--- src/rtl/csd_pkg.sv ---
// ----------------------------------------------------------------------------
// csd_pkg
// Shared types, constants and segment tables for the charger status decoder.
// ----------------------------------------------------------------------------
package csd_pkg;

  // Segment table lengths
  localparam int unsigned CHG_LEN = 16;
  localparam int unsigned DIS_LEN = 13;

  // Datapath widths
  localparam int unsigned SLOPE_W = 24;  // signed slope, scaled by 10^6
  localparam int unsigned LINE_W  = 38;  // signed slope*mv + 1000*intercept
  localparam int unsigned NUM_W   = 46;  // signed line*gain + rounding bias
  localparam int unsigned QT_W    = 28;  // biased numerator over 2^9
  localparam int unsigned PROD_W  = 56;  // reciprocal product

  localparam logic [12:0] FULL_THR_RESET = 13'd4120;

  // Gain is 200 minus the curve base (75 charging, 83 otherwise)
  localparam logic [6:0] CHG_GAIN = 7'd125;
  localparam logic [6:0] DIS_GAIN = 7'd117;

  // Both roundings fold into floor((num + 500500000) / 10^9)
  localparam logic signed [NUM_W-1:0] ROUND_BIAS = 46'sd500500000;
  localparam logic signed [NUM_W-1:0] FULL_SCALE = 46'sd100000000000;

  // 10^9 = 2^9 * 1953125; reciprocal is floor(2^48 / 1953125)
  localparam int unsigned PCT_SHIFT   = 9;
  localparam int unsigned RECIP_SHIFT = 48;
  localparam logic [20:0] PCT_DIV     = 21'd1953125;
  localparam logic [27:0] PCT_RECIP   = 28'd144115188;

  localparam logic [6:0] LEVEL_FULL = 7'd100;
  localparam logic [6:0] LEVEL_EMPTY = 7'd0;

  // Input current: floor(133*c/10) == (c*54477) >> 12 for 8-bit c
  localparam logic [23:0] IMA_RECIP = 24'd54477;

  typedef enum logic [1:0] {
    CS_DISCHARGING  = 2'd0,
    CS_CHARGING     = 2'd1,
    CS_SRC_VALIDATE = 2'd2,
    CS_DONE         = 2'd3
  } chg_state_e;

  typedef enum logic [1:0] {
    CHG_OFF     = 2'd0,
    CHG_TRICKLE = 2'd1,
    CHG_CC      = 2'd2,
    CHG_DONE    = 2'd3
  } chg_status_e;

  // Decoded fields that ride alongside the level computation
  typedef struct packed {
    chg_state_e    chg_state;
    logic [12:0]   bat_mvolt;
    logic [12:0]   sys_mvolt;
    logic [13:0]   vin_mvolt;
    logic [12:0]   charge_ma;
    logic [11:0]   input_ma;
    logic [2:0]    source_type;
    logic          full_flag;
  } info_t;

  // Selected segment and operand for the level datapath
  typedef struct packed {
    logic signed [SLOPE_W-1:0] slope;
    logic signed [LINE_W-1:0]  icpt_k;
    logic [12:0]               mv;
    logic                      charging;
  } seg_t;

  // Charging curve: lower-bound thresholds
  localparam logic [12:0] CHG_THR [CHG_LEN] = '{
    13'd3545, 13'd3766, 13'd3804, 13'd3822, 13'd3865, 13'd3907, 13'd3928, 13'd3966,
    13'd3981, 13'd4054, 13'd4107, 13'd4209, 13'd4325, 13'd4340, 13'd4345, 13'd4347
  };

  localparam logic signed [SLOPE_W-1:0] CHG_SLOPE [CHG_LEN] = '{
    24'sd0,       24'sd125873,  24'sd3610806, 24'sd1864111,
    24'sd3249592, 24'sd4376704, 24'sd2723910, 24'sd2140409,
    24'sd1197510, 24'sd1441182, 24'sd1255132, 24'sd1073036,
    24'sd1932818, 24'sd4824315, 24'sd7921407, 24'sd386755
  };

  // Intercepts already multiplied by 1000
  localparam logic signed [LINE_W-1:0] CHG_ICPT_K [CHG_LEN] = '{
    38'sd0,             -38'sd473989000,   -38'sd13729670000, -38'sd7053337000,
    -38'sd12408002000, -38'sd16811445000, -38'sd10320033000, -38'sd8005860000,
    -38'sd4252494000,  -38'sd5240413000,  -38'sd4476263000,  -38'sd3709823000,
    -38'sd7428214000,  -38'sd19977425000, -38'sd33434048000, -38'sd681853000
  };

  // Discharging curve: upper-bound thresholds
  localparam logic [12:0] DIS_THR [DIS_LEN] = '{
    13'd3666, 13'd3684, 13'd3690, 13'd3693, 13'd3739, 13'd3783, 13'd3811,
    13'd3848, 13'd3863, 13'd3919, 13'd4091, 13'd4287, 13'd4295
  };

  localparam logic signed [SLOPE_W-1:0] DIS_SLOPE [DIS_LEN] = '{
    24'sd0,       24'sd1067181, 24'sd5094007, 24'sd7839416, 24'sd1713558,
    24'sd2943625, 24'sd3711445, 24'sd2618301, 24'sd2244718, 24'sd1155642,
    24'sd1259872, 24'sd1039723, 24'sd112280
  };

  localparam logic signed [LINE_W-1:0] DIS_ICPT_K [DIS_LEN] = '{
    38'sd0,             -38'sd3912718000,  -38'sd18748272000, -38'sd28878401000,
    -38'sd6256995000,  -38'sd10855810000, -38'sd13760778000, -38'sd9595303000,
    -38'sd8157812000,  -38'sd3950404000,  -38'sd4358917000,  -38'sd3458326000,
    38'sd517724000
  };

endpackage

--- src/rtl/csd_snap_if.sv ---
// ----------------------------------------------------------------------------
// csd_snap_if
// Valid/ready channel carrying one charger status snapshot.
// ----------------------------------------------------------------------------
interface csd_snap_if;
  logic       valid;
  logic       ready;
  logic [7:0] status_byte;
  logic [7:0] battery_code;
  logic [7:0] system_code;
  logic [7:0] input_volt_code;
  logic [7:0] charge_amp_code;
  logic [7:0] input_amp_code;

  modport source (
    output valid, status_byte, battery_code, system_code,
           input_volt_code, charge_amp_code, input_amp_code,
    input  ready
  );

  modport sink (
    input  valid, status_byte, battery_code, system_code,
           input_volt_code, charge_amp_code, input_amp_code,
    output ready
  );
endinterface

--- src/rtl/csd_rslt_if.sv ---
// ----------------------------------------------------------------------------
// csd_rslt_if
// Valid/ready channel carrying one decoded status result.
// ----------------------------------------------------------------------------
interface csd_rslt_if;
  logic        valid;
  logic        ready;
  logic [1:0]  chg_state;
  logic [12:0] bat_mvolt;
  logic [12:0] sys_mvolt;
  logic [13:0] vin_mvolt;
  logic [12:0] charge_ma;
  logic [11:0] input_ma;
  logic [6:0]  soc_pct;
  logic [2:0]  source_type;
  logic        full_flag;

  modport source (
    output valid, chg_state, bat_mvolt, sys_mvolt, vin_mvolt,
           charge_ma, input_ma, soc_pct, source_type, full_flag,
    input  ready
  );

  modport sink (
    input  valid, chg_state, bat_mvolt, sys_mvolt, vin_mvolt,
           charge_ma, input_ma, soc_pct, source_type, full_flag,
    output ready
  );
endinterface

--- src/rtl/csd_select.sv ---
// ----------------------------------------------------------------------------
// csd_select
// Stage 1: decode status, scale ADC codes, pick the curve segment.
// ----------------------------------------------------------------------------
module csd_select #(
  parameter int unsigned CHARGE_SEGMENTS    = 16,
  parameter int unsigned DISCHARGE_SEGMENTS = 13
) (
  input  logic                clk_i,
  input  logic                en_i,
  input  logic [7:0]          status_byte_i,
  input  logic [7:0]          battery_code_i,
  input  logic [7:0]          system_code_i,
  input  logic [7:0]          input_volt_code_i,
  input  logic [7:0]          charge_amp_code_i,
  input  logic [7:0]          input_amp_code_i,
  input  logic [12:0]         full_thr_i,
  output csd_pkg::info_t      info_o,
  output csd_pkg::seg_t       seg_o
);

  localparam int unsigned CHG_N = (CHARGE_SEGMENTS > csd_pkg::CHG_LEN) ?
                                  csd_pkg::CHG_LEN : CHARGE_SEGMENTS;
  localparam int unsigned DIS_N = (DISCHARGE_SEGMENTS > csd_pkg::DIS_LEN) ?
                                  csd_pkg::DIS_LEN :
                                  ((DISCHARGE_SEGMENTS < 1) ? 1 : DISCHARGE_SEGMENTS);
  localparam int unsigned CHG_IW = $clog2(csd_pkg::CHG_LEN);
  localparam int unsigned DIS_IW = $clog2(csd_pkg::DIS_LEN);

  csd_pkg::info_t      info_d, info_q;
  csd_pkg::seg_t       seg_d, seg_q;
  csd_pkg::chg_status_e chg;
  logic [2:0]          vin;
  logic [12:0]         bmv;
  logic [13:0]         cma_x;
  logic [23:0]         ima_x;
  logic                charging;
  logic                full;
  logic [CHG_IW-1:0]   chg_idx;
  logic [DIS_IW-1:0]   dis_idx;
  logic                chg_run;
  logic                dis_hit;

  // Decode status and scale the ADC codes
  always_comb begin
    vin      = status_byte_i[7:5];
    chg      = csd_pkg::chg_status_e'(status_byte_i[4:3]);
    bmv      = 13'({battery_code_i, 4'd0}) + 13'({battery_code_i, 2'd0});
    cma_x    = 14'({charge_amp_code_i, 5'd0}) + 14'({charge_amp_code_i, 1'b0})
               + 14'(charge_amp_code_i);
    ima_x    = 24'(input_amp_code_i) * csd_pkg::IMA_RECIP;
    charging = (chg == csd_pkg::CHG_TRICKLE) || (chg == csd_pkg::CHG_CC);
    full     = (vin != 3'd0) && ((chg == csd_pkg::CHG_DONE) || (bmv >= full_thr_i));

    info_d.source_type = vin;
    info_d.full_flag   = full;
    info_d.bat_mvolt   = bmv;
    info_d.sys_mvolt   = 13'({system_code_i, 4'd0}) + 13'({system_code_i, 2'd0});
    info_d.vin_mvolt   = 14'({input_volt_code_i, 6'd0}) - 14'({input_volt_code_i, 2'd0});
    info_d.charge_ma   = cma_x[13:1];
    info_d.input_ma    = ima_x[23:12];

    case (chg)
      csd_pkg::CHG_TRICKLE,
      csd_pkg::CHG_CC:   info_d.chg_state = csd_pkg::CS_CHARGING;
      csd_pkg::CHG_DONE: info_d.chg_state = csd_pkg::CS_DONE;
      default: begin
        info_d.chg_state = (vin != 3'd0) ? csd_pkg::CS_SRC_VALIDATE :
                                           csd_pkg::CS_DISCHARGING;
      end
    endcase
  end

  // Charging curve: advance while the voltage clears each lower bound
  always_comb begin
    chg_idx = '0;
    chg_run = 1'b1;
    for (int unsigned i = 1; i < csd_pkg::CHG_LEN; i++) begin
      if (i < CHG_N) begin
        if (chg_run && (bmv >= csd_pkg::CHG_THR[i])) begin
          chg_idx = CHG_IW'(i);
        end else begin
          chg_run = 1'b0;
        end
      end
    end
  end

  // Discharging curve: first upper bound at or above the voltage
  always_comb begin
    dis_idx = DIS_IW'(DIS_N - 1);
    dis_hit = 1'b0;
    for (int unsigned i = 0; i < csd_pkg::DIS_LEN; i++) begin
      if ((i < DIS_N) && !dis_hit && (bmv <= csd_pkg::DIS_THR[i])) begin
        dis_idx = DIS_IW'(i);
        dis_hit = 1'b1;
      end
    end
  end

  // Fetch the segment coefficients
  always_comb begin
    seg_d.mv       = bmv;
    seg_d.charging = charging;
    if (charging) begin
      seg_d.slope  = csd_pkg::CHG_SLOPE[chg_idx];
      seg_d.icpt_k = csd_pkg::CHG_ICPT_K[chg_idx];
    end else begin
      seg_d.slope  = csd_pkg::DIS_SLOPE[dis_idx];
      seg_d.icpt_k = csd_pkg::DIS_ICPT_K[dis_idx];
    end
  end

  // Stage 1 registers
  always_ff @(posedge clk_i) begin
    if (en_i) begin
      info_q <= info_d;
      seg_q  <= seg_d;
    end
  end

  assign info_o = info_q;
  assign seg_o  = seg_q;

endmodule

--- src/rtl/csd_line.sv ---
// ----------------------------------------------------------------------------
// csd_line
// Stages 2..4: evaluate the segment line, apply the gain and rounding bias.
// ----------------------------------------------------------------------------
module csd_line (
  input  logic                                clk_i,
  input  logic [2:0]                          en_i,
  input  csd_pkg::seg_t                       seg_i,
  output logic signed [csd_pkg::NUM_W-1:0]    num_o
);

  logic signed [csd_pkg::LINE_W-1:0] prod_d, prod_q;
  logic signed [csd_pkg::LINE_W-1:0] icpt_q;
  logic                              chg2_q;
  logic signed [csd_pkg::LINE_W-1:0] line_d, line_q;
  logic [6:0]                        gain_d, gain_q;
  logic signed [csd_pkg::NUM_W-1:0]  num_d, num_q;

  // Stage 2: slope times millivolts
  assign prod_d = seg_i.slope * $signed({1'b0, seg_i.mv});

  always_ff @(posedge clk_i) begin
    if (en_i[0]) begin
      prod_q <= prod_d;
      icpt_q <= seg_i.icpt_k;
      chg2_q <= seg_i.charging;
    end
  end

  // Stage 3: add the scaled intercept, pick the gain
  assign line_d = prod_q + icpt_q;
  assign gain_d = chg2_q ? csd_pkg::CHG_GAIN : csd_pkg::DIS_GAIN;

  always_ff @(posedge clk_i) begin
    if (en_i[1]) begin
      line_q <= line_d;
      gain_q <= gain_d;
    end
  end

  // Stage 4: apply the gain and the combined rounding bias
  assign num_d = (line_q * $signed({1'b0, gain_q})) + csd_pkg::ROUND_BIAS;

  always_ff @(posedge clk_i) begin
    if (en_i[2]) begin
      num_q <= num_d;
    end
  end

  assign num_o = num_q;

endmodule

--- src/rtl/csd_div.sv ---
// ----------------------------------------------------------------------------
// csd_div
// Stages 5..6: divide the biased numerator by 10^9 and clamp to 0..100.
// ----------------------------------------------------------------------------
module csd_div (
  input  logic                              clk_i,
  input  logic [1:0]                        en_i,
  input  logic signed [csd_pkg::NUM_W-1:0]  num_i,
  input  logic                              full_i,
  output logic [6:0]                        level_o
);

  logic [csd_pkg::QT_W-1:0]   quot_in;
  logic [csd_pkg::PROD_W-1:0] recip_d, recip_q;
  logic [csd_pkg::QT_W-1:0]   quot_q;
  logic                       neg_q;
  logic                       big_q;
  logic [7:0]                 q_est;
  logic [csd_pkg::QT_W-1:0]   q_back;
  logic [csd_pkg::QT_W-1:0]   rem;
  logic [7:0]                 q_fix;
  logic [6:0]                 level_d, level_q;

  // Stage 5: drop the power-of-two factor, multiply by the reciprocal
  assign quot_in = num_i[csd_pkg::PCT_SHIFT +: csd_pkg::QT_W];
  assign recip_d = csd_pkg::PROD_W'(quot_in) * csd_pkg::PROD_W'(csd_pkg::PCT_RECIP);

  always_ff @(posedge clk_i) begin
    if (en_i[0]) begin
      recip_q <= recip_d;
      quot_q  <= quot_in;
      neg_q   <= num_i[csd_pkg::NUM_W-1];
      big_q   <= (num_i >= csd_pkg::FULL_SCALE);
    end
  end

  // Stage 6: correct the estimate by at most one, then clamp
  always_comb begin
    q_est  = recip_q[csd_pkg::RECIP_SHIFT +: 8];
    q_back = csd_pkg::QT_W'(29'(q_est) * 29'(csd_pkg::PCT_DIV));
    rem    = quot_q - q_back;
    q_fix  = q_est + 8'(rem >= csd_pkg::QT_W'(csd_pkg::PCT_DIV));
    if (full_i || big_q) begin
      level_d = csd_pkg::LEVEL_FULL;
    end else if (neg_q) begin
      level_d = csd_pkg::LEVEL_EMPTY;
    end else begin
      level_d = q_fix[6:0];
    end
  end

  always_ff @(posedge clk_i) begin
    if (en_i[1]) begin
      level_q <= level_d;
    end
  end

  assign level_o = level_q;

endmodule

--- src/rtl/charger_status_decode_soc_unit.sv ---
// ----------------------------------------------------------------------------
// charger_status_decode_soc_unit
// Charger status decoder with a piecewise-linear state-of-charge estimate.
// ----------------------------------------------------------------------------
// One snapshot (status byte and five ADC codes) is taken per transaction and
// one result comes out for each, in order. The block accepts a transaction
// every cycle while the result channel is not stalled; each result passes
// through six register stages (segment select, slope multiply, intercept
// add, gain multiply, reciprocal multiply, correction and clamp). Each stage
// holds only while its successor is full and stalled, so empty stages fill
// even when the output is held. The full threshold register may be written
// at any time the pipeline is empty; it resets to 4120 mV.
module charger_status_decode_soc_unit #(
  parameter int unsigned CHARGE_SEGMENTS    = 16,
  parameter int unsigned DISCHARGE_SEGMENTS = 13
) (
  input  logic              clk_i,
  input  logic              rst_ni,
  csd_snap_if.sink          snap_i,
  csd_rslt_if.source        rslt_o,
  input  logic              cfg_we_i,
  input  logic [12:0]       cfg_wdata_i
);

  localparam int unsigned NSTG = 6;

  logic [12:0]                      full_thr_q;
  logic [NSTG-1:0]                  vld_q;
  logic [NSTG-1:0]                  en;
  csd_pkg::info_t                   info_s1;
  csd_pkg::info_t                   info_q [NSTG-1];
  csd_pkg::seg_t                    seg_s1;
  logic signed [csd_pkg::NUM_W-1:0] num_s4;
  logic [6:0]                       level_s6;

  // Hold the full threshold register
  always_ff @(posedge clk_i or negedge rst_ni) begin
    if (!rst_ni) begin
      full_thr_q <= csd_pkg::FULL_THR_RESET;
    end else if (cfg_we_i) begin
      full_thr_q <= cfg_wdata_i;
    end
  end

  // Advance a stage when it is empty or its successor advances
  always_comb begin
    en[NSTG-1] = !vld_q[NSTG-1] || rslt_o.ready;
    for (int k = NSTG - 2; k >= 0; k--) begin
      en[k] = !vld_q[k] || en[k+1];
    end
  end

  assign snap_i.ready = en[0];

  // Move valid bits with the data
  always_ff @(posedge clk_i or negedge rst_ni) begin
    if (!rst_ni) begin
      vld_q <= '0;
    end else begin
      if (en[0]) begin
        vld_q[0] <= snap_i.valid;
      end
      for (int k = 1; k < NSTG; k++) begin
        if (en[k]) begin
          vld_q[k] <= vld_q[k-1];
        end
      end
    end
  end

  csd_select #(
    .CHARGE_SEGMENTS    (CHARGE_SEGMENTS),
    .DISCHARGE_SEGMENTS (DISCHARGE_SEGMENTS)
  ) u_select (
    .clk_i             (clk_i),
    .en_i              (en[0]),
    .status_byte_i     (snap_i.status_byte),
    .battery_code_i    (snap_i.battery_code),
    .system_code_i     (snap_i.system_code),
    .input_volt_code_i (snap_i.input_volt_code),
    .charge_amp_code_i (snap_i.charge_amp_code),
    .input_amp_code_i  (snap_i.input_amp_code),
    .full_thr_i        (full_thr_q),
    .info_o            (info_s1),
    .seg_o             (seg_s1)
  );

  csd_line u_line (
    .clk_i (clk_i),
    .en_i  (en[3:1]),
    .seg_i (seg_s1),
    .num_o (num_s4)
  );

  csd_div u_div (
    .clk_i   (clk_i),
    .en_i    (en[5:4]),
    .num_i   (num_s4),
    .full_i  (info_q[NSTG-3].full_flag),
    .level_o (level_s6)
  );

  // Carry the decoded fields down stages 2..6
  always_ff @(posedge clk_i) begin
    if (en[1]) begin
      info_q[0] <= info_s1;
    end
    for (int k = 1; k < NSTG - 1; k++) begin
      if (en[k+1]) begin
        info_q[k] <= info_q[k-1];
      end
    end
  end

  // Drive the result channel from the last stage
  assign rslt_o.valid       = vld_q[NSTG-1];
  assign rslt_o.chg_state   = info_q[NSTG-2].chg_state;
  assign rslt_o.bat_mvolt   = info_q[NSTG-2].bat_mvolt;
  assign rslt_o.sys_mvolt   = info_q[NSTG-2].sys_mvolt;
  assign rslt_o.vin_mvolt   = info_q[NSTG-2].vin_mvolt;
  assign rslt_o.charge_ma   = info_q[NSTG-2].charge_ma;
  assign rslt_o.input_ma    = info_q[NSTG-2].input_ma;
  assign rslt_o.soc_pct     = level_s6;
  assign rslt_o.source_type = info_q[NSTG-2].source_type;
  assign rslt_o.full_flag   = info_q[NSTG-2].full_flag;

  // Checks
  a_full_level: assert property (@(posedge clk_i) disable iff (!rst_ni)
    rslt_o.valid && rslt_o.full_flag |-> rslt_o.soc_pct == csd_pkg::LEVEL_FULL)
    else $error("full result without a full level");

  a_level_range: assert property (@(posedge clk_i) disable iff (!rst_ni)
    rslt_o.valid |-> rslt_o.soc_pct <= csd_pkg::LEVEL_FULL)
    else $error("level above full scale");

  a_done_full: assert property (@(posedge clk_i) disable iff (!rst_ni)
    rslt_o.valid && (rslt_o.source_type != 3'd0) &&
    (rslt_o.chg_state == csd_pkg::CS_DONE) |-> rslt_o.full_flag)
    else $error("charge done with a source but not flagged full");

  a_accept_fill: assert property (@(posedge clk_i) disable iff (!rst_ni)
    snap_i.valid && snap_i.ready |=> vld_q[0])
    else $error("accepted transaction did not enter stage 1");

endmodule

--- src/flat_wrapper.sv ---
// flat-port wrapper written by rule: the top's interface ports become plain ports
module charger_status_decode_soc_unit_flat 
#(
  parameter int unsigned CHARGE_SEGMENTS    = 16,
  parameter int unsigned DISCHARGE_SEGMENTS = 13
)
  (clk_i, rst_ni, cfg_we_i, cfg_wdata_i, snap_i_valid, snap_i_status_byte, snap_i_battery_code, snap_i_system_code, snap_i_input_volt_code, snap_i_charge_amp_code, snap_i_input_amp_code, snap_i_ready, rslt_o_valid, rslt_o_chg_state, rslt_o_bat_mvolt, rslt_o_sys_mvolt, rslt_o_vin_mvolt, rslt_o_charge_ma, rslt_o_input_ma, rslt_o_soc_pct, rslt_o_source_type, rslt_o_full_flag, rslt_o_ready);
  csd_snap_if snap_i_i ();
  csd_rslt_if rslt_o_i ();
  input  logic clk_i;
  input  logic rst_ni;
  input  logic cfg_we_i;
  input  logic [12:0] cfg_wdata_i;
  input wire logic [$bits(snap_i_i.valid)-1:0] snap_i_valid;
  input wire logic [$bits(snap_i_i.status_byte)-1:0] snap_i_status_byte;
  input wire logic [$bits(snap_i_i.battery_code)-1:0] snap_i_battery_code;
  input wire logic [$bits(snap_i_i.system_code)-1:0] snap_i_system_code;
  input wire logic [$bits(snap_i_i.input_volt_code)-1:0] snap_i_input_volt_code;
  input wire logic [$bits(snap_i_i.charge_amp_code)-1:0] snap_i_charge_amp_code;
  input wire logic [$bits(snap_i_i.input_amp_code)-1:0] snap_i_input_amp_code;
  output wire logic [$bits(snap_i_i.ready)-1:0] snap_i_ready;
  output wire logic [$bits(rslt_o_i.valid)-1:0] rslt_o_valid;
  output wire logic [$bits(rslt_o_i.chg_state)-1:0] rslt_o_chg_state;
  output wire logic [$bits(rslt_o_i.bat_mvolt)-1:0] rslt_o_bat_mvolt;
  output wire logic [$bits(rslt_o_i.sys_mvolt)-1:0] rslt_o_sys_mvolt;
  output wire logic [$bits(rslt_o_i.vin_mvolt)-1:0] rslt_o_vin_mvolt;
  output wire logic [$bits(rslt_o_i.charge_ma)-1:0] rslt_o_charge_ma;
  output wire logic [$bits(rslt_o_i.input_ma)-1:0] rslt_o_input_ma;
  output wire logic [$bits(rslt_o_i.soc_pct)-1:0] rslt_o_soc_pct;
  output wire logic [$bits(rslt_o_i.source_type)-1:0] rslt_o_source_type;
  output wire logic [$bits(rslt_o_i.full_flag)-1:0] rslt_o_full_flag;
  input wire logic [$bits(rslt_o_i.ready)-1:0] rslt_o_ready;
  assign snap_i_i.valid = snap_i_valid;
  assign snap_i_i.status_byte = snap_i_status_byte;
  assign snap_i_i.battery_code = snap_i_battery_code;
  assign snap_i_i.system_code = snap_i_system_code;
  assign snap_i_i.input_volt_code = snap_i_input_volt_code;
  assign snap_i_i.charge_amp_code = snap_i_charge_amp_code;
  assign snap_i_i.input_amp_code = snap_i_input_amp_code;
  assign snap_i_ready = snap_i_i.ready;
  assign rslt_o_valid = rslt_o_i.valid;
  assign rslt_o_chg_state = rslt_o_i.chg_state;
  assign rslt_o_bat_mvolt = rslt_o_i.bat_mvolt;
  assign rslt_o_sys_mvolt = rslt_o_i.sys_mvolt;
  assign rslt_o_vin_mvolt = rslt_o_i.vin_mvolt;
  assign rslt_o_charge_ma = rslt_o_i.charge_ma;
  assign rslt_o_input_ma = rslt_o_i.input_ma;
  assign rslt_o_soc_pct = rslt_o_i.soc_pct;
  assign rslt_o_source_type = rslt_o_i.source_type;
  assign rslt_o_full_flag = rslt_o_i.full_flag;
  assign rslt_o_i.ready = rslt_o_ready;
  charger_status_decode_soc_unit #(.CHARGE_SEGMENTS(CHARGE_SEGMENTS), .DISCHARGE_SEGMENTS(DISCHARGE_SEGMENTS)) u_core (.clk_i(clk_i), .rst_ni(rst_ni), .snap_i(snap_i_i), .rslt_o(rslt_o_i), .cfg_we_i(cfg_we_i), .cfg_wdata_i(cfg_wdata_i));
endmodule
--- config.mk ---
export PLATFORM = sky130hd
export DESIGN_NAME = charger_status_decode_soc_unit_flat
export DESIGN_NICKNAME = d
export VERILOG_FILES = /design/src/rtl/csd_pkg.sv /design/src/rtl/csd_snap_if.sv /design/src/rtl/csd_rslt_if.sv /design/src/rtl/csd_select.sv /design/src/rtl/csd_line.sv /design/src/rtl/csd_div.sv /design/src/rtl/charger_status_decode_soc_unit.sv /design/src/flat_wrapper.sv
export SDC_FILE = /design/constraint.sdc
export NUM_CORES = 2
export LEC_CHECK = 0
export BUFFER_PORTS_ARGS = -buffer_cell sky130_fd_sc_hd__buf_4
export CAP_MARGIN = 20
export CORE_ASPECT_RATIO = 0.7
export CORE_MARGIN = 10
export CORE_UTILIZATION = 63
export DETAILED_ROUTE_END_ITERATION = 8
export PLACE_DENSITY = 0.76
export SYNTH_ARGS = -nofsm -noshare
export SYNTH_HDL_FRONTEND = slang
export SYNTH_SLANG_ARGS = --single-unit
export TNS_END_PERCENT = 1
--- constraint.sdc ---
create_clock -name clk_i -period 27.5 [get_ports clk_i]
set_input_delay 8.25 -clock clk_i [delete_from_list [all_inputs] [get_ports clk_i]]
set_output_delay 8.25 -clock clk_i [all_outputs]
set_load 0.02 [all_outputs]
## Word level (Yosys, flattened, before mapping)

Memory sizes are Yosys's and may differ from the RTL's.
Index checks and enable logic that the tools add are counted.

- Output and inout bits: 80
- ROM bits: 1,984
- RAM bits: 355
- Flip-flop bits (word level): 412
- Input bits: 66
- Memories kept: 5

- Bitwise operators: 2
- Add/subtract/negate cells: 9
- Order comparisons: 33
- Equality and inequality tests: 3
- Mux-type cells: 77
- Multiply operators: 5
- Reduce and logical (&&, ||, !) cells: 57

Memories:

| name | words | bits a word | read ports | clocked after Yosys merged registers in | write ports | line | RTL |
|---|---|---|---|---|---|---|---|
| (name not given) | 16 | 38 | 1 | 0 | 0 | csd_select.sv:110 | `seg_d.icpt_k = csd_pkg::DIS_ICPT_K[dis_idx];` |
| (name not given) | 16 | 38 | 1 | 0 | 0 | csd_select.sv:107 | `seg_d.icpt_k = csd_pkg::CHG_ICPT_K[chg_idx];` |
| (name not given) | 16 | 24 | 1 | 0 | 0 | csd_select.sv:109 | `seg_d.slope = csd_pkg::DIS_SLOPE[dis_idx];` |
| (name not given) | 16 | 24 | 1 | 0 | 0 | csd_select.sv:106 | `seg_d.slope = csd_pkg::CHG_SLOPE[chg_idx];` |
| u_core.info_q | 5 | 71 | 5 | 0 | 5 | charger_status_decode_soc_unit.sv:31 | `csd_pkg::info_t info_q [NSTG-1];` |

Operators with widths:

| cell | count |
|---|---|
| 38-bit two-way mux | 4 |
| 13-bit by 12-bit less-or-equal comparator with 1-bit output (second input constant) | 11 |
| 13-bit by 12-bit greater-or-equal comparator with 1-bit output (second input constant) | 9 |
| 24-bit two-way mux | 4 |
| 4-bit two-way mux | 23 |
| 13-bit greater-or-equal comparator (second input constant) | 6 |
| 62-bit two-way mux | 1 |
| 28-bit by 26-bit multiplier with 54-bit output (second input constant) | 1 |
| 46-bit by 30-bit adder with 46-bit output (second input constant) | 1 |
| 46-bit by 38-bit greater-or-equal comparator with 1-bit output (second input constant) | 1 |
| 38-bit by 8-bit multiplier with 46-bit output | 1 |
| 38-bit adder | 1 |
| 24-bit by 14-bit multiplier with 38-bit output | 1 |
| 1-bit two-way mux | 37 |
| 28-bit by 21-bit greater-or-equal comparator with 1-bit output (second input constant) | 1 |
| 8-bit by 21-bit multiplier with 28-bit output (second input constant) | 1 |
| 28-bit subtractor | 1 |
| 1-bit logical AND | 27 |
| 12-bit by 10-bit adder with 13-bit output | 2 |
| 13-bit less-or-equal comparator (second input constant) | 2 |
| 8-bit by 16-bit multiplier with 24-bit output (second input constant) | 1 |
| 1-bit logical NOT | 18 |
| 13-bit by 9-bit adder with 14-bit output | 1 |
| 14-bit by 8-bit adder with 14-bit output | 1 |
| 14 further kinds | 30 |

## Depth between registers and ports, before layout

- Word-level depth: 44
- Mapped depth: 27

## Modules after synthesis

Synthesis repeated with hierarchy kept, for this count alone.

- Cells, all modules: 5,582
- Area total of the unflattened synthesis: 64,104.0 um2

Modules (own cells, without submodules):

| module | instances | cells an instance | area an instance (um2) |
|---|---|---|---|
| csd_line | 1 | 2,384 | 24,861.3 |
| csd_div | 1 | 1,677 | 16,981.3 |
| charger_status_decode_soc_unit | 1 | 473 | 11,959.0 |
| csd_select | 1 | 1,048 | 10,302.4 |

## Least setup slack after synthesis

No wires, ideal clock.

- Path type: in2out
- Start: input port rslt_o_ready
- End: output port snap_i_ready
- Slack: 4.379 ns
- Stages on the path: 4
- Arrival: 14.871 ns
- Path buffers: 0
- Cells stage by stage: nor2b_1 > nand3_1 > nor2_1 > nand3_1

- Longest elaborated chain between the ends: 6

Ends and longest elaborated chain:

| element | line | RTL |
|---|---|---|
| start: declaration | flat_wrapper.sv:32 | `input wire logic [$bits(rslt_o_i.ready)-1:0] rslt_o_ready;` |
| 1-bit logical OR | charger_status_decode_soc_unit.sv:47 | `en[NSTG-1] = !vld_q[NSTG-1] \|\| rslt_o.ready;` |
| 1-bit logical OR (2 in series) | charger_status_decode_soc_unit.sv:49 | `en[k] = !vld_q[k] \|\| en[k+1];` |
| named net u_core.en[3] | charger_status_decode_soc_unit.sv:29 | `logic [NSTG-1:0] en;` |
| 1-bit logical OR (3 in series) | charger_status_decode_soc_unit.sv:49 |  |
| end: declaration | flat_wrapper.sv:21 | `output wire logic [$bits(snap_i_i.ready)-1:0] snap_i_ready;` |

The timed path passes the listed nets, and every way through them passes these cells.

## Final worst setup path

Same ends and word-level chain as after synthesis.

==> impl_metrics.ini <==
[grt]
grt_usage = 0.2523
grt_pass1_wl_um = 213300
overflow = 0
grt_pass1_vias = 38183
grt_max_degree = 85
antenna_found_initial = 4

[placed_design]
dp_hpwl_um = 105900
place.gp.congestion = 0.9649
portBuffers = 136

[floorplanning]
rows = 93
dieArea_mm2 = 0.1068
initial_core_util = 0.6389
die_x_um = 386.3
core_mm2 = 0.09262
die_h_um = 276.4
io_pins = 146

[worst_setup_path]
timing.rr.start = u_core.u_select.seg_o[7]$_DFFE_PP_
path_cells = buf_4, nor2b_1, nand3_4, nor2_1, nand3_4, buf_4
crit_buf_inv = 2
worstSetupStartpointType = primary input
worstPathArrival_ns = 10.91
path_max_fanout = 40
critPathCaptureType = output pin
cp.required_ns = 19.25
cp_top_family = simple AND/OR/NAND/NOR gates
critPathSlowestCell = nor2_1
criticalPathCategory = primary input to output pin
startpoint = rslt_o_ready
slowest_delay_ns = 0.65

[sta]
worst-slew-pin-transition_ns = 1.134
setup_viol = 0
fmax_ghz = 0.05219
hold_violations = 0
period_needed_ns = 19.16
holdWs_ns = 0.4062
rsz0062_at_grt = no
tns_ns = 0
skew_ns = 0.04085
slew_headroom = 0.2438
fin_crit_sh = 0.6968
maxSlewViolCount = 0

[clock_tree]
root_buffer = clkbuf_16
postCtsSetupRepairBufs = 0
numClockSinks = 662
cts_buffer_depth = 3
cts_hold_buf = 0
h-tree-depth = 3
cts_made_buffers = 67
clk_latency_ns = 0.64
cts.clk_slew.worst_paths_ns = 0.06
cts_tree = built
cts_resized = 0

[yosys]
ys_seq_elements = 662
syn_inst = 5152
ys_warn_count = 0
async_flop_share = 0.02870
yosysUniqueCellTypes = 103
synth_edf_count = 643
postSynthAreaPerCell_um2 = 11.49
syn_area_mm2 = 0.05918
ys.flop_type = edfxtp_1
yosysSeqAreaShare = 0.3344

[route]
drc = 0
wl_per_cell_um = 20.56
drtIter0Drc = 2976
vias = 37169
drtAntennaViolNets = 0
drt-total-wl_um = 133800
via_per_inst = 5.710
drtPass1Iterations = 5

[hold_path]
min_path_type = flop to flop
min_from = u_core.info_q[0][155]$_DFFE_PP_

[run]
drv_cap = 0

[layout]
layout.nets = 6784
fill_cells = 6769
drive_gt1_frac = 0.06337
syn2layout_area_growth_pct = 7.305

[status]
status = complete, no violations
## sequential cells by signal, indices dropped and copies added (netlist names)
signal and cells:
u_core.full_thr_q 13, u_core.u_div.big_q 1, u_core.u_line.icpt_q 33, u_core.u_select.seg_o 68, u_core.vld_q 6, u_core.u_select.info_o 54
u_core.u_line.gain_q 1, u_core.u_line.num_o 44, u_core.u_line.prod_q 36, u_core.u_line.chg2_q 1, u_core.u_div.quot_q 28, u_core.info_q 325
u_core.u_div.neg_q 1, u_core.u_div.level_o 7, u_core.u_div.recip_q 8, u_core.u_line.line_q 36
## cell usage after synthesis (20+ instances only)
library cell	n	area [um2]
buf_4	74	555.5
nand3_1	46	230.2
a211oi_1	21	157.7
inv_1	1023	3840
and3_1	20	125.1
xor2_1	48	420.4
nor3_1	45	225.2
clkbuf_1	94	352.8
ha_1	826	10330
nand2b_1	24	150.1
a21oi_1	223	1116
nand4_1	20	125.1
o211ai_1	28	210.2
o21a_1	32	240.2
o21bai_1	31	232.7
nor2_1	160	600.6
o21ai_0	131	655.6
edfxtp_1	643	19310
xnor2_1	123	1077
nand2_1	287	1077
a21o_1	99	743.2
and2_1	173	1082
fa_1	676	13530
a31oi_1	32	200.2
## cells in the final DEF, fill, tap and decap left out, types with 9 or more instances in the layout
master | synthesis | layout
o21a_1 | 32 | 32
nor2b_1 | 17 | 17
a211oi_1 | 21 | 21
and3_1 | 20 | 20
and2_1 | 173 | 173
a31oi_1 | 32 | 32
or3_1 | 13 | 13
o21ai_1 | 9 | 9
o211ai_1 | 28 | 28
xnor2_1 | 123 | 123
nand4_1 | 20 | 20
o31ai_1 | 13 | 13
clkbuf_16 | 0 | 67
o22ai_1 | 10 | 10
nand2b_1 | 24 | 24
edfxtp_1 | 643 | 643
xor2_1 | 48 | 48
ha_1 | 826 | 825
nor2_1 | 160 | 159
nand2_1 | 287 | 285
clkinv_1 | 1 | 9
nor3_1 | 45 | 45
dfrtp_1 | 16 | 16
a21o_1 | 99 | 99
nand3_1 | 46 | 44
buf_4 | 74 | 166
inv_1 | 1023 | 1021
o21ai_0 | 131 | 131
fa_1 | 676 | 676
a21oi_1 | 223 | 223
o21bai_1 | 31 | 31
nor4_1 | 11 | 11
## metal layers
layer | track usage | wire length, um
met1 | 0.3975 | 63170
met3 | 0.07308 | 13550
met2 | 0.3469 | 55280
met4 | 0.04154 | 1779
met5 | 0 | 13
## cell families after synthesis
| logic type | share of synthesized area |
|---|---|
| compound gates | 0.08182 |
| xor+xnor | 0.02586 |
| fa+ha+maj | 0.4033 |
| buf+inv | 0.08176 |
| flops | 0.3344 |
| mux | 0.0007400 |
| other cells | 0.00006337 |
| simple gates | 0.07206 |
## final timing paths
check / slack, ns / to / depth (start not counted)
max: 8.34 / snap_i_ready / 6
min: 0.41 / u_core.info_q[0][226]$_DFFE_PP_ / 0
max reg2reg: 19.57 / u_core.u_line.prod_q[36]$_DFFE_PP_ / 20
min reg2reg: 0.41 / u_core.info_q[0][226]$_DFFE_PP_ / 0
max in group asynchronous: 19.64 / u_core.full_thr_q[4]$_DFFE_PN1P_ / 1
min in group asynchronous: 7.54 / u_core.full_thr_q[1]$_DFFE_PN0P_ / 1
## cell type report
| cell class | instances | area (um2) | area share |
|---|---|---|---|
| Inverter | 1025 | 3850 | 0.06063 |
| Clock buffer | 75 | 1707 | 0.02688 |
| Antenna cell | 3 | 7.507 | 0.0001182 |
| Sequential cell | 662 | 19790 | 0.3116 |
| Multi-Input combinational cell | 3288 | 34620 | 0.5451 |
| Timing Repair Buffer | 172 | 1354 | 0.02132 |
| Tap cell | 1235 | 1545 | 0.02433 |
| Clock inverter | 49 | 634.4 | 0.009990 |
## stage by stage
stage | worst slack [ns] | util | instances | area, um2
floorplan | 4.379 | - | 5157 | 59200
global placement | 8.382 | 0.6591 | 6376 | 61040
detailed placement | 8.327 | 0.6591 | 6376 | 61040
CTS | 8.302 | 0.6843 | 6500 | 63390
global route | 8.125 | 0.6856 | 6509 | 63500
finish | 8.338 | 0.6856 | 6509 | 63500
Power is left out: the tool's default activity adds up to more than one toggle a clock period on the data nets, which glitch-free logic cannot reach.
